File: src/rtl/core/obm_pkg.sv
`timescale 1ns / 1ps
package obm_pkg;
    localparam int unsigned PRICE_W = 32;
    localparam int unsigned QTY_W   = 32;
    localparam int unsigned LEVEL_W = PRICE_W + QTY_W;
    localparam int unsigned COST_W  = 64;

    // bits of a sequencer state code
    localparam int unsigned STATE_W = 3;

    // one result beat, from the walk unit to the output register
    typedef struct packed {
        logic [COST_W-1:0] cost;
        logic              overflow;
    } t_result;
endpackage

File: src/rtl/core/obm_mac.sv
`timescale 1ns / 1ps
module obm_mac
    import obm_pkg::*;
(
    input  logic                i_clk,
    input  logic                i_clr,
    input  logic                i_en,
    input  logic [QTY_W-1:0]    i_mult,
    input  logic [PRICE_W-1:0]  i_price,
    output logic [COST_W-1:0]   o_acc
);
    // one multiply registered, then accumulated next cycle
    logic [COST_W-1:0] r_prod;
    logic              r_prod_v;
    logic [COST_W-1:0] r_acc;

    always_ff @(posedge i_clk) begin
        r_prod   <= COST_W'(i_mult) * COST_W'(i_price);
        r_prod_v <= i_en & ~i_clr;
        if (i_clr) begin
            r_acc <= '0;
        end else if (r_prod_v) begin
            r_acc <= r_acc + r_prod;
        end
    end

    assign o_acc = r_acc;
endmodule
File: config.mk
export PLATFORM = sky130hd
export DESIGN_NAME = obm_mac
export DESIGN_NICKNAME = d
export VERILOG_FILES = /design/src/rtl/core/obm_pkg.sv /design/src/rtl/core/obm_mac.sv
export SDC_FILE = /design/constraint.sdc
export NUM_CORES = 2
export LEC_CHECK = 0
export ABC_CLOCK_PERIOD_IN_PS = 14500
export BUFFER_PORTS_ARGS = -buffer_cell sky130_fd_sc_hd__buf_2
export CAP_MARGIN = 40
export CORE_UTILIZATION = 63
export DETAILED_ROUTE_END_ITERATION = 10
export GPL_ROUTABILITY_DRIVEN = 0
export PLACE_DENSITY = 0.89
export SETUP_SLACK_MARGIN = 0.02
export SLEW_MARGIN = 20
export SYNTH_ARGS = -nofsm -noshare
export SYNTH_HDL_FRONTEND = slang
export SYNTH_SLANG_ARGS = --single-unit
File: constraint.sdc
create_clock -name i_clk -period 14.5 [get_ports i_clk]
set_clock_uncertainty 0.1 [all_clocks]
set_input_delay 2.9 -clock i_clk [delete_from_list [all_inputs] [get_ports i_clk]]
set_output_delay 2.9 -clock i_clk [all_outputs]
set_load 0.005 [all_outputs]
======== Yosys cells after proc, flatten, opt, wreduce, memory -nomap -nowiden ========
Index checks and enable logic that the tools add are counted.
storage, ports and cells
  register bits after elaboration ......... 129
  bits of input ports ..................... 67
  output and inout bits ................... 64
  logic and storage cells ................. 7
operators by class
  add/sub/neg operators ................... 1
  $mul .................................... 1
  bitwise operators ....................... 2
operators with widths
  operator                      count
  adder 64 bit                  1
  multiplier 32 x 32 -> 64 bit  1
  bitwise AND 1 bit             1
  NOT 1 bit                     1

======== Depth between registers and ports, before layout ========
  depth in word-level cells ............... 2
  gate-level depth with buffers ........... 29
  depth with buffers taken out ............ 28

======== Worst setup path after synthesis ========
No wires, ideal clock.
  path type ............................... input -> register
  start ................................... input i_mult[30]
  end ..................................... register r_prod[57]
  library setup time ...................... 0.072 ns
  data arrival time ....................... 9.500 ns
  required time ........................... 14.328 ns
  path slack .............................. 4.828 ns
  stages on the path ...................... 26
  path buffers ............................ 2
  path through ............................ clkbuf_1 > nand2_1 > fa_1 > inv_1 > fa_1 > fa_1 > inv_1 > fa_1 > inv_1 > fa_1 > fa_1 > fa_1 > inv_1 > fa_1 > inv_1 > ha_1 > clkbuf_1 > nand4_1 > nor2_1 > nand3_1 > or2_2 > o211ai_1 > nand2_1 > o31ai_1 > a21o_1 > xor2_1
between the ends
  cells in the longest elaborated chain, start to end .. 1
RTL lines
  what                          RTL line       text
  start: declaration            obm_mac.sv:8   input logic [QTY_W-1:0] i_mult,
  multiplier 32 x 32 -> 64 bit  obm_mac.sv:18  r_prod <= COST_W'(i_mult) * COST_W'(i_price);
  end signal: assignment        obm_mac.sv:18
  end: declaration              obm_mac.sv:13  logic [COST_W-1:0] r_prod;
Every way passes these cells.
A chain may end at the register's enable or synchronous reset.

======== Worst setup path after layout ========
  start ................................... input i_mult[29]
  end ..................................... register r_prod[57]
The elaborated chain is that of the path after synthesis.

==> results by group <==
Run status
  – Status: complete, no violations

Worst hold path
  – Hold path depth: 2
  – Worst hold start: o_acc[50]
  – Hold endpoint: o_acc[50]
  – Hold Crit Class: reg2reg

Logic synthesis
  – Cell variety after synth: 68
  – Mapped Cells: 4568
  – Largest cells by area after synthesis: fa_1 (44%), ha_1 (10%), and2_1 (9.8%), inv_1 (8.6%), dfxtp_1 (6.4%)
  – Sequential element share of the synthesized area: 0.06351
  – Post-synth top cells: inv_1 (929), fa_1 (897), and2_1 (634)
  – Share of the synthesized area in the top cell type: 0.4416
  – Async S/R FF share, synth: 0
  – Cell accounting for the most synthesized area: fa_1
  – Dominant synthesized flop cell: dfxtp_1
  – Syn Nets: 5858
  – Mean Syn Cell Area: 8.902 um^2
  – Synth Cell Area: 40660 um^2
  – Top-count cell post-synth: inv_1
  – Synth Warn #: 0
  – Synthesized flop and latch total: 129
  – Number of synthesized flops with an enable pin: 0

Timing
  – Worst relative slew slack: 0.3976
  – RSZ-0062 raised after global routing: no
  – Setup-failing EPs final: 0
  – Final hold violation count: 0
  – Final setup TNS: 0 ns
  – Final Critical Period: 10.57 ns
  – Fin crit share: 0.7293
  – Fmax: 94.56 MHz
  – Final Slew Violations: 0
  – Worst-Margin Slew: 0.9036 ns

CTS
  – H-tree levels: 4
  – Hold_buf cts: 0
  – CTS tree: yes
  – Clock tree buffer depth: 2
  – Clock slew at reported path FFs: 0.06 ns
  – Clock Sinks: 129
  – Post_cts resized: 0
  – CTS Buf Count: 17
  – Postcts setup bufs: 0
  – Clock Latency Late Sink: 0.44 ns
  – Root Buffer: clkbuf_16

Global routing
  – GRT met1 Usage: 0.4097
  – Antenna violations before repair: 5
  – First-pass GRT wire length: 179.5 mm
  – Vias in the first global route: 34690
  – Overflow after GRT: 0
  – Largest net degree at the start of global routing: 62
  – Most Crowded Layer GR: met2
  – Met3 Usage GRT: 0.06437
  – Global Route Usage Sum: 0.3495
  – Met2 Use GR: 0.5812

Detailed routing
  – Vias/cell: 6.047
  – Final ANT Viol Nets: 0
  – Final wirelength: 111.8 mm
  – Avg WL per Cell: 20.95 um
  – DR iter-0 viols: 3100
  – Drt pass-1 iters: 6
  – Vias post-DR: 32270
  – DRC viols: 0

Worst setup path
  – Worst r2r src: o_acc[0]
  – Worst Path Arrival: 10.84 ns
  – Worst Path Required: 14.77 ns
  – Critical Path Sink Type: register
  – R2R Path End: o_acc[60]
  – Crit path kind: in2reg
  – Startpoint Class: primary input
  – Worst Path Max Fanout: 32
  – Reg2reg setup slack: 10.44 ns
  – FF-to-FF path depth: 13
  – CP dominant cell by count: fa_1
  – Slowest CP cell: fa_1
  – Largest stage delay on the critical path: 0.81 ns

Cells and area
  – Proportion of layout cells with a drive suffix above 1: 0.04301
  – Nets: 5764
  – Layout Utilization: 0.6640
  – Area grow syn2layout: 3.560%

Die
  – Area of the core: 63430 um^2
  – Die height: 256.1 um
  – I/O Pins: 131
  – Initial core utilization: 0.6411
  – Rows: 92
  – Die W: 256.1 um
  – Die area: 65570 um^2

Placed design
  – Port-buffer cells: 130
  – Dpl hpwl: 86.95 mm

Run
  – Max cap viols: 0
[worst max-delay path by stage]
| stage | start | cells after the start | slack [ns] | endpoint |
|---|---|---|---|---|
| floorplan | i_mult[30] | 26 | 4.83 | r_prod[57] |
| global placement | i_mult[16] | 25 | 3.94 | r_prod[60] |
| detailed placement | i_mult[20] | 24 | 3.78 | r_prod[60] |
| CTS | i_mult[20] | 24 | 4.20 | r_prod[60] |
| global route | i_mult[29] | 25 | 3.55 | r_prod[57] |
| finish | i_mult[29] | 25 | 3.93 | r_prod[57] |
[worst max-delay path: cells and delay by family]
family	cells	cell delay, ns
xor+xnor	1	0.15
simple gates	6	1.25
fa+ha+maj	9	4.74
buf+inv	6	0.93
compound gates	3	0.82
[placed cells by master, fill, tap and decap left out, types with 95 or more instances in the layout]
| cell | netlist | layout |
|---|---|---|
| dfxtp_1 | 129 | 128 |
| fa_1 | 897 | 897 |
| o21ai_0 | 95 | 95 |
| buf_2 | 5 | 130 |
| nand2_1 | 513 | 513 |
| a21oi_1 | 154 | 154 |
| inv_1 | 929 | 929 |
| nor2_1 | 122 | 122 |
| ha_1 | 326 | 326 |
| and2_1 | 634 | 634 |
[final cells by class]
| cell class | count | area (um^2) |
|---|---|---|
| Multi-Input combinational cell | 3259 | 33650 |
| Fill cell | 4592 | 21310 |
| Inverter | 929 | 3487 |
| Sequential cell | 129 | 2584 |
| Tap cell | 846 | 1059 |
| Timing Repair Buffer | 138 | 739.5 |
| Clock buffer | 17 | 425.4 |
| Clock inverter | 15 | 163.9 |
| Antenna cell | 3 | 7.507 |
[metrics by stage]
stage	worst slack, ns	hold WS, ns	area (um^2)	instances
CTS	4.199	0.3712	42060	5331
finish	3.925	0.3666	42110	5336
detailed placement	3.779	0.3608	41470	5299
floorplan	4.828	0.3556	40660	4568
global route	3.548	0.3931	42100	5333
global placement	3.944	0.3611	41460	5297
[flip-flops by register name, indices dropped and copies added, names as in the netlist]
register	flops
o_acc	64
r_prod	64
r_prod_v	1
[kinds of logic after synthesis]
| family | synth area share |
|---|---|
| mux | 0.01111 |
| simple gates | 0.1784 |
| flops | 0.06351 |
| xor+xnor | 0.02305 |
| fa+ha+maj | 0.5419 |
| buf+inv | 0.1091 |
| compound gates | 0.07295 |
[metal layers]
metal | vias to the layer above | share of wire
met3 | 622 | 0.10
met2 | 2085 | 0.48
met1 | 15970 | 0.34
met4 | 2 | 0.081
met5 | - | 0.000098
li1 | 13590 | -
Power is not shown: default switching activity piles up to over one toggle a cycle in this logic, so the estimate is an artifact.
